$ cat src/pls_pkg.sv
// Shared types and codes for the positional list store.
package pls_pkg;

  localparam int unsigned OP_W    = 4;
  localparam int unsigned POS_W   = 5;
  localparam int unsigned VAL_W   = 32;
  localparam int unsigned STAT_W  = 2;

  localparam logic [OP_W-1:0] OP_INS_FRONT = 4'd0;
  localparam logic [OP_W-1:0] OP_INS_END   = 4'd1;
  localparam logic [OP_W-1:0] OP_INS_AT    = 4'd2;
  localparam logic [OP_W-1:0] OP_DEL_FRONT = 4'd3;
  localparam logic [OP_W-1:0] OP_DEL_END   = 4'd4;
  localparam logic [OP_W-1:0] OP_DEL_AT    = 4'd5;
  localparam logic [OP_W-1:0] OP_READ      = 4'd6;
  localparam logic [OP_W-1:0] OP_TRAVERSE  = 4'd7;
  localparam logic [OP_W-1:0] OP_REVERSE   = 4'd8;

  typedef enum logic [STAT_W-1:0] {
    STAT_OK    = 2'd0,
    STAT_EMPTY = 2'd1,
    STAT_RANGE = 2'd2,
    STAT_FULL  = 2'd3
  } status_t;

  typedef enum logic [1:0] {
    ST_IDLE,
    ST_TRAV,
    ST_REV
  } state_t;

  typedef enum logic [1:0] {
    CK_HOLD,
    CK_INS,
    CK_DEL,
    CK_ROT
  } chain_op_t;

  // Per-cell load selects; at most one is set in any cycle.
  typedef struct packed {
    logic take_left;
    logic take_right;
    logic take_new;
    logic take_front;
  } cell_ctl_t;

endpackage

$ cat src/positional_list_store.sv
// Top level of the positional list store: control, status checks and the cell chain.
//
// Usage. A command beat is taken on a rising edge where start is high and
// busy is low; it carries in_op, in_position and in_value. Each result beat
// appears on out_status, out_value_res and out_last for exactly one cycle,
// marked by out_valid, and the receiver must take it then.
// Inserts, deletes and reads give their result in the cycle after the
// command, and busy stays low, so a new command may follow every cycle.
// Traverse holds busy while it gives one beat per cycle, front to back,
// by rotating the occupied cells left through the front cell. Reverse
// holds busy while it rotates a shrinking prefix, one rotation per cycle,
// then gives one beat. The chain of cells shifts all cells in parallel.
// Empty, range and full errors, and unused op codes, give one beat in the
// next cycle with no change to the list.
// Reset (rst_n low, synchronous) empties the list, returns to idle and
// drops out_valid; the cell contents are not cleared and are never read
// before being written.
module positional_list_store
  import pls_pkg::*;
#(
  parameter int unsigned DEPTH = 16
) (
  input  logic                     clk,
  input  logic                     rst_n,
  input  logic                     start,
  output logic                     busy,
  input  logic [OP_W-1:0]          in_op,
  input  logic [POS_W-1:0]         in_position,
  input  logic signed [VAL_W-1:0]  in_value,
  output logic                     out_valid,
  output logic [STAT_W-1:0]        out_status,
  output logic signed [VAL_W-1:0]  out_value_res,
  output logic                     out_last
);

  localparam int unsigned IW = $clog2(DEPTH);
  localparam int unsigned LW = $clog2(DEPTH + 1);
  localparam int unsigned CW = ((LW > POS_W) ? LW : POS_W) + 1;

  // Control state.
  state_t          state_r, state_nxt;
  logic [LW-1:0]   len_r, len_nxt;
  logic [IW-1:0]   k_r, k_nxt;

  // Result register.
  logic                    out_valid_r, out_valid_nxt;
  status_t                 out_status_r, out_status_nxt;
  logic signed [VAL_W-1:0] out_value_res_r, out_value_res_nxt;
  logic                    out_last_r, out_last_nxt;

  // Chain command for this cycle.
  chain_op_t     chain_op;
  logic [IW-1:0] chain_idx;

  logic signed [VAL_W-1:0] cell_val [DEPTH];
  cell_ctl_t               cell_ctl [DEPTH];
  logic signed [VAL_W-1:0] rd_val;

  logic          accept;
  logic          is_empty;
  logic          is_full;
  logic [CW-1:0] pos_c;
  logic [CW-1:0] len_c;
  logic          ins_pos_ok;
  logic          acc_pos_ok;
  logic [IW-1:0] pos_idx;
  logic [IW-1:0] len_m1;

  assign accept     = start && (state_r == ST_IDLE);
  assign busy       = (state_r != ST_IDLE);
  assign is_empty   = (len_r == '0);
  assign is_full    = (len_r == LW'(DEPTH));
  assign pos_c      = CW'(in_position);
  assign len_c      = CW'(len_r);
  assign ins_pos_ok = (pos_c != '0) && (pos_c <= len_c + CW'(1));
  assign acc_pos_ok = (pos_c != '0) && (pos_c <= len_c);
  assign pos_idx    = IW'(pos_c - CW'(1));
  assign len_m1     = IW'(len_r - LW'(1));

  // Read port: each cell is gated by its own index match and the results are ORed.
  always_comb begin
    rd_val = '0;
    for (int i = 0; i < DEPTH; i++) begin
      if (pos_idx == IW'(i)) begin
        rd_val = rd_val | cell_val[i];
      end
    end
  end

  // Next state.
  always_comb begin
    state_nxt = state_r;
    k_nxt     = k_r;
    case (state_r)
      ST_IDLE: begin
        if (accept && !is_empty) begin
          if (in_op == OP_TRAVERSE) begin
            state_nxt = ST_TRAV;
            k_nxt     = len_m1;
          end else if (in_op == OP_REVERSE && len_r != LW'(1)) begin
            state_nxt = ST_REV;
            k_nxt     = len_m1;
          end
        end
      end
      ST_TRAV: begin
        k_nxt = k_r - IW'(1);
        if (k_r == '0) begin
          state_nxt = ST_IDLE;
        end
      end
      ST_REV: begin
        k_nxt = k_r - IW'(1);
        if (k_r == IW'(1)) begin
          state_nxt = ST_IDLE;
        end
      end
      default: begin
        state_nxt = ST_IDLE;
      end
    endcase
  end

  // Outputs: chain command, length update and the result beat.
  always_comb begin
    chain_op          = CK_HOLD;
    chain_idx         = '0;
    len_nxt           = len_r;
    out_valid_nxt     = 1'b0;
    out_status_nxt    = STAT_OK;
    out_value_res_nxt = '0;
    out_last_nxt      = 1'b1;
    case (state_r)
      ST_IDLE: begin
        if (accept) begin
          out_valid_nxt = 1'b1;
          case (in_op)
            OP_INS_FRONT, OP_INS_END, OP_INS_AT: begin
              if (in_op == OP_INS_AT && !ins_pos_ok) begin
                out_status_nxt = STAT_RANGE;
              end else if (is_full) begin
                out_status_nxt = STAT_FULL;
              end else begin
                chain_op = CK_INS;
                if (in_op == OP_INS_FRONT) begin
                  chain_idx = '0;
                end else if (in_op == OP_INS_END) begin
                  chain_idx = IW'(len_r);
                end else begin
                  chain_idx = pos_idx;
                end
                len_nxt = len_r + LW'(1);
              end
            end
            OP_DEL_FRONT, OP_DEL_END, OP_DEL_AT: begin
              if (is_empty) begin
                out_status_nxt = STAT_EMPTY;
              end else if (in_op == OP_DEL_AT && !acc_pos_ok) begin
                out_status_nxt = STAT_RANGE;
              end else begin
                // Dropping the back cell only needs the count to shrink.
                if (in_op == OP_DEL_FRONT) begin
                  chain_op = CK_DEL;
                end else if (in_op == OP_DEL_AT) begin
                  chain_op  = CK_DEL;
                  chain_idx = pos_idx;
                end
                len_nxt = len_r - LW'(1);
              end
            end
            OP_READ: begin
              if (is_empty) begin
                out_status_nxt = STAT_EMPTY;
              end else if (!acc_pos_ok) begin
                out_status_nxt = STAT_RANGE;
              end else begin
                out_value_res_nxt = rd_val;
              end
            end
            OP_TRAVERSE, OP_REVERSE: begin
              if (is_empty) begin
                out_status_nxt = STAT_EMPTY;
              end else if (in_op == OP_TRAVERSE || len_r != LW'(1)) begin
                // The beats come from the multi-cycle states.
                out_valid_nxt = 1'b0;
              end
            end
            default: begin
              out_status_nxt = STAT_OK;
            end
          endcase
        end
      end
      ST_TRAV: begin
        // The front cell goes out and wraps around to the back of the list.
        chain_op          = CK_ROT;
        chain_idx         = len_m1;
        out_valid_nxt     = 1'b1;
        out_value_res_nxt = cell_val[0];
        out_last_nxt      = (k_r == '0);
      end
      ST_REV: begin
        // Move the front value to index k, shrinking k each cycle.
        chain_op  = CK_ROT;
        chain_idx = k_r;
        if (k_r == IW'(1)) begin
          out_valid_nxt = 1'b1;
        end
      end
      default: begin
        chain_op = CK_HOLD;
      end
    endcase
  end

  // Per-cell load selects derived from the chain command.
  always_comb begin
    for (int i = 0; i < DEPTH; i++) begin
      cell_ctl[i] = '0;
      case (chain_op)
        CK_INS: begin
          cell_ctl[i].take_left = (IW'(i) > chain_idx);
          cell_ctl[i].take_new  = (IW'(i) == chain_idx);
        end
        CK_DEL: begin
          cell_ctl[i].take_right = (IW'(i) >= chain_idx);
        end
        CK_ROT: begin
          cell_ctl[i].take_right = (IW'(i) < chain_idx);
          cell_ctl[i].take_front = (IW'(i) == chain_idx);
        end
        default: begin
          cell_ctl[i] = '0;
        end
      endcase
    end
  end

  for (genvar g = 0; g < DEPTH; g++) begin : g_cell
    logic signed [VAL_W-1:0] left_v;
    logic signed [VAL_W-1:0] right_v;

    if (g == 0) begin : g_first
      assign left_v = '0;
    end else begin : g_mid_l
      assign left_v = cell_val[g-1];
    end

    if (g == DEPTH - 1) begin : g_last
      assign right_v = '0;
    end else begin : g_mid_r
      assign right_v = cell_val[g+1];
    end

    pls_cell u_cell (
      .clk       (clk),
      .ctl       (cell_ctl[g]),
      .left_val  (left_v),
      .right_val (right_v),
      .new_val   (in_value),
      .front_val (cell_val[0]),
      .val       (cell_val[g])
    );
  end

  always_ff @(posedge clk) begin
    if (!rst_n) begin
      state_r     <= ST_IDLE;
      len_r       <= '0;
      k_r         <= '0;
      out_valid_r <= 1'b0;
    end else begin
      state_r     <= state_nxt;
      len_r       <= len_nxt;
      k_r         <= k_nxt;
      out_valid_r <= out_valid_nxt;
    end
  end

  always_ff @(posedge clk) begin
    out_status_r    <= out_status_nxt;
    out_value_res_r <= out_value_res_nxt;
    out_last_r      <= out_last_nxt;
  end

  assign out_valid     = out_valid_r;
  assign out_status    = out_status_r;
  assign out_value_res = out_value_res_r;
  assign out_last      = out_last_r;

endmodule

$ cat src/pls_cell.sv
// One storage cell of the list chain, loading from a neighbor, the new value or the front.
module pls_cell
  import pls_pkg::*;
(
  input  logic                    clk,
  input  cell_ctl_t               ctl,
  input  logic signed [VAL_W-1:0] left_val,
  input  logic signed [VAL_W-1:0] right_val,
  input  logic signed [VAL_W-1:0] new_val,
  input  logic signed [VAL_W-1:0] front_val,
  output logic signed [VAL_W-1:0] val
);

  logic signed [VAL_W-1:0] val_r;
  logic signed [VAL_W-1:0] val_nxt;

  always_comb begin
    val_nxt = val_r;
    if (ctl.take_left) begin
      val_nxt = left_val;
    end else if (ctl.take_right) begin
      val_nxt = right_val;
    end else if (ctl.take_new) begin
      val_nxt = new_val;
    end else if (ctl.take_front) begin
      val_nxt = front_val;
    end
  end

  always_ff @(posedge clk) begin
    val_r <= val_nxt;
  end

  assign val = val_r;

endmodule
$ cat config.mk
export PLATFORM = sky130hd
export DESIGN_NAME = positional_list_store
export DESIGN_NICKNAME = d
export VERILOG_FILES = /design/src/pls_pkg.sv /design/src/positional_list_store.sv /design/src/pls_cell.sv
export SDC_FILE = /design/constraint.sdc
export NUM_CORES = 2
export LEC_CHECK = 0
export ABC_AREA = 1
export BUFFER_PORTS_ARGS = -buffer_cell sky130_fd_sc_hd__clkbuf_2
export CAP_MARGIN = 20
export CORE_ASPECT_RATIO = 2
export CORE_MARGIN = 2
export CORE_UTILIZATION = 40
export CTS_CLUSTER_SIZE = 8
export DETAILED_ROUTE_END_ITERATION = 8
export SLEW_MARGIN = 30
export SYNTH_ARGS = -nofsm -noshare
export SYNTH_HDL_FRONTEND = slang
export SYNTH_HIERARCHICAL = 1
export SYNTH_SLANG_ARGS = --single-unit
$ cat constraint.sdc
create_clock -name clk -period 8.24 [get_ports clk]
set_input_delay 1.236 -clock clk [delete_from_list [all_inputs] [get_ports clk]]
set_output_delay 1.236 -clock clk [all_outputs]
set_load 0.01 [all_outputs]
* Word-level counts from Yosys, hierarchy flattened
Cells that the tools add are included.
** Word-level totals
- Bits in registers :: 559
- Input port bits :: 44
- Output and inout port bits :: 37
- Word-level logic and storage cells :: 387
** Cells by class
- $add $sub $neg :: 5
- $lt $le $gt $ge :: 50
- Equality and inequality tests :: 54
- Muxes and demuxes :: 195
- Bitwise logic cells :: 15
- Reduce and logical (&&, ||, !) cells :: 45
** Operator list (count)
- $mux 32 :: 82
- $or 32x32->32 :: 15
- $pmux 32 s2 :: 1
- $reduce_bool 4->1 :: 15
- $mux 1 :: 55
- $mux 4 :: 12
- $eq 4x4->1 const B :: 9
- $eq 4x3->1 const B :: 8
- $eq 4x4->1 const A :: 8
- $ge 4x4->1 const A :: 8
- $gt 4x4->1 const A :: 8
- $lt 4x4->1 const A :: 8
- $mux 2 :: 16
- $pmux 1 s2 :: 16
- $mux 5 :: 4
- $eq 3x4->1 const A :: 4
- $eq 4x2->1 const B :: 4
- $ge 3x4->1 const A :: 4
- $gt 3x4->1 const A :: 4
- $logic_not 4->1 :: 4
- $lt 3x4->1 const A :: 4
- $pmux 4 s2 :: 2
- $eq 4x1->1 const B :: 3
- $ne 2x2->1 const B :: 6
- 39 further kinds :: 64

* Depth between registers and ports, before layout
- Depth after elaboration :: 38
- Depth in mapped cells :: 28
- Depth with buffers taken out :: 25

* Cells and area by module
The synthesis kept the hierarchy.
** By module, submodules not included
- pls_cell :: times used 16, cells an instance 313, area each 2260.9 um2, sequential area each 960.9 um2
- positional_list_store :: times used 1, cells an instance 1150, area each 6731.5 um2, sequential area each 940.9 um2

* Worst setup path after synthesis
No wires, ideal clock.
- Kind :: input -> register
- From :: input in_position[4]
- To :: register g_cell[8].u_cell.val_r[0] (enable)
- Library setup time :: 0.561 ns
- Data arrival time :: 4.064 ns
- Data required time :: 7.679 ns
- Slack :: 3.615 ns
- Cell stages on the path :: 19
- Buffers on the path :: 2
- Cell sequence :: ha_1 nand2_1 nor2_1 inv_1 or2_1 a21oi_1 nand4_1 nand2_1 nand2_1 nand2_4 nand2_8 nor2_1 nand2_1 nand3_1 nand2_1 buf_6 inv_2 buf_4 nand3_1
** RTL lines
- start, declared :: RTL line positional_list_store.sv:28 : input logic [POS_W-1:0] in_position,
- end signal, assigned :: RTL line pls_cell.sv:31 : val_r <= val_nxt;
- end, declared :: RTL line pls_cell.sv:14 : logic signed [VAL_W-1:0] val_r;

==> run summary <==
The flow ran to the end, but the final reports show violations. The checks that failed: design-rule violations. The hold violation total from the final report came out at 0. The number of warnings reported in the yosys synthesis log is 6. After detailed routing, the number of vias per cell comes to 5.79. Data arrives at the worst endpoint at 5.77 ns. Power spread over the standard cell area amounts to 529 nW/um^2.

The global placer's final weighted congestion is 0.968. The layout net count is 6171. The routed layout has 43700 vias. The peak per-stage delay on the critical path is 0.56 ns. The clock latency on the worst-skew pair is 0.69 ns. The worst setup path is launched from a flop.

Entering global routing, the biggest net connects 66 pins. The number of buffers added for setup after CTS came out at 0. Derived from the worst setup path, the maximum achievable clock frequency is 0.180 GHz. After floorplanning, the core was divided into 170 placement rows. Each instance of the synthesized netlist takes up on average 6.97 sq um. For the pin with the worst max-slew slack, the measured transition is 1.13 ns.

The number of antenna violations at the first check in global routing is 6. The deepest level of the CTS H-tree is 3. The global routing usage summed across all routing layers is 33.3%. The signed area change from the synthesized netlist to the final layout is 6.97%. The number of sinks driven by the clock tree is 559. Input and output buffers added on the ports amount to 80. The number of ports placed on the die boundary is 81. The number of max-cap violations came out at 0. Summed over all cells, the static leakage comes to 21.3 nW. In the final layout, the share of cells above drive strength 1 is 12.3%.

The root cell of the clock tree is sky130_fd_sc_hd__clkbuf_16. The area of the core came out at 107000 sq um. The worst pin sits at a relative slew slack of 24.3%.

The synthesized netlist occupies a cell area of 42900 sq um. STA classifies the critical path endpoint as a flop. The library cell used most frequently in the layout, excluding fill and tap cells, is sky130_fd_sc_hd__nand2_1. The final critical path time including I/O delays and setup came out at 5.56 ns. The wire length of the first global-routing pass came out at 274000 microns.

VDD sags by at most 0.000471 V. The biggest area contributor in the post-synthesis netlist is sky130_fd_sc_hd__edfxtp_1. In this design, the critical path's most frequently occurring cell is sky130_fd_sc_hd__nand2_1.

The worst path uses 67.4% of the clock period. The wire length per cell after detailed routing is 25.0 microns. The maximum count of clock buffers along a single path is 3. The worst setup path is of the reg -> reg kind. After synthesis, the cell types taking the most area are sky130_fd_sc_hd__edfxtp_1 36%, sky130_fd_sc_hd__nand2_1 23%, sky130_fd_sc_hd__nand3_1 6.7%. The DRC violation total after the first TritonRoute iteration is 6245.

The count of unresolved DRC violations after routing came out at 7. The total congestion overflow after global routing came out at 0. The width of the die came out at 236 microns. TritonCTS built the clock tree. The top cell types in the final layout, fill and taps aside, are 2586 x sky130_fd_sc_hd__nand2_1, 609 x sky130_fd_sc_hd__inv_1, 556 x sky130_fd_sc_hd__nand3_1.

The die covers 110000 sq um. The count of TritonRoute iterations in the first routing pass came out at 9. The number of storage elements in the synthesis netlist is 559. The clock-pin slew on the worst setup and hold paths is 0.05 ns.

For this block, the routed nets add up to 189000 microns of wire. The via count of the first global-routing pass was 40800. The total clock buffers created by CTS came out at 80. The number of setup violations in the final report is 0. The number of gates resized after CTS came out at 0. The starting density of the core came out at 40.2%. The max-slew violation count came out at 0.

Once layout is complete, the utilization of the core stands at 43.0%. The worst clock skew is 0.0328 ns. The total instance count after detailed placement is 7396. The share of the Yosys chip area taken by registers is 38.0%. The cell count after synthesis came out at 6158. The die is 467 microns tall. The path class of the lowest-slack min-delay path is reg -> reg.

For the final routed database, the setup TNS stands at 0 ns. The data required time of the critical path is 8.45 ns. The detail route stage leaves a number of antenna-violating nets equal to 0. The number of different library cells used by synthesis comes to 55. The share of the synthesized area in the top cell type is 35.8%.

The post-cts hold buffer count is 0. For this design, the slowest cell found on the critical path is sky130_fd_sc_hd__nand3_4. The critical path goes through inv_1, ha_1, inv_1, ha_1, nand2_1, nand2_1, nand4_1, nand3_1, nand2_1, nand2_1, nand2_4, nand4_2, nand2_1, nand2_2, clkinv_1, nand3_1, nand2_2, inv_2, buf_4, nand3_4. The highest net fanout along the worst path came out at 33. The number of standard cells in the final layout excluding fillers came out at 7534. The post-layout total power came out at 24.3 mW. The sum of net half-perimeters after detailed placement came out at 125000 microns. Setup repair after global routing left no endpoint under its margin.
## cell families (layout without fill, tap and decap cells)
kind of cell	Yosys count	after routing	synth area share (%)
AO/OA/AOI/OAI	816	816	10.8
flip-flops	559	559	38.0
adder cells (fa/ha/maj)	25	25	0.729
multiplexers	1	1	0.0233
other	1	68	0.00874
XOR/XNOR	12	12	0.262
buffers and inverters	1057	990	13.6
AND/OR/NAND/NOR	3687	3687	36.5
## worst max-delay path, delay by kind of cell (launching register included)
kind / cells / cell delay, ns
AND/OR/NAND/NOR: 13 / 2.53
buffers and inverters: 5 / 1.37
adder cells (fa/ha/maj): 2 / 0.67
flip-flops: 1 / 0.47
## report_power, final
group | switching, mW | total [mW] | leakage, nW | internal, mW
Sequential | 1.70 | 7.99 | 5.18 | 6.29
Combinational | 9.35 | 13.0 | 15.0 | 3.67
Clock | 1.39 | 3.26 | 1.11 | 1.87
Total | 12.4 | 24.3 | 21.3 | 11.8
## sequential cells by signal (all words and copies together) (netlist names)
signal and count:
len_r 5, out_value_res 32, out_status 2, out_valid 1
g_cell.u_cell/val 512, k_r 4, out_last 1, state_r 2
## cell usage after synthesis, drive strengths merged
library cell  instances
dfxtp                47
nor3                 11
and3                  1
a31o                  1
edfxtp              512
inv                 659
a32o                  1
o2111ai               2
a22oi                 1
mux2i                 1
nor3b                 2
clkinv                3
conb                  1
o21ai               101
or2                   2
xnor2                 4
a211oi                7
nand4                36
o22ai                 5
o21a                  1
nor4                  4
a21oi               560
nand2              2928
xor2                  8
a31oi                 1
nor2                128
ha                   25
o21bai                1
a21o                  2
buf                 367
a221oi               54
a22o                 79
clkbuf               28
nand3               574
nand3b                1
## routing by layer
metal	GRT usage, %	up-vias	wire, microns
met3	7.68	680	24000
met5	0	-	24
li1	-	19600	-
met4	19.3	4	11300
met2	51.6	3238	82800
met1	42.6	20100	70400
## through the flow
step | area [sq um] | setup slack [ns] | hold slack [ns]
6_report | 45900 | 2.68 | 0.467
4_1_cts | 45900 | 2.49 | 0.470
3_5_place_dp | 43500 | 1.91 | 0.461
2_1_floorplan | 43200 | 3.62 | 0.445
5_1_grt | 45900 | 2.34 | 0.505
3_3_place_gp | 43400 | 1.68 | 0.457
## path summary, 6_finish.rpt
path                          from                                   to  slack, ns  depth (start not counted)
min            k_r[3]$_SDFFE_PN0P_                  k_r[3]$_SDFFE_PN0P_       0.47                          2
min reg2reg    k_r[3]$_SDFFE_PN0P_                  k_r[3]$_SDFFE_PN0P_       0.47                          2
max          len_r[0]$_SDFFE_PN0P_  g_cell[10].u_cell/val[19]$_DFFE_PP_       2.68                         20
max reg2reg  len_r[0]$_SDFFE_PN0P_  g_cell[10].u_cell/val[19]$_DFFE_PP_       2.68                         20
## cell type report
| cell class | instances | area, sq um |
|---|---|---|
| repair buffers | 192 | 1310 |
| multi-input cells | 4607 | 21600 |
| well taps | 1376 | 1720 |
| flip-flops and latches | 559 | 16300 |
| inverters | 662 | 2610 |
| clock buffers | 133 | 2270 |
| clock inverters | 3 | 41.3 |
| diodes | 2 | 5.00 |
| fillers | 11100 | 60900 |
(Power assumes the default switching activity.)
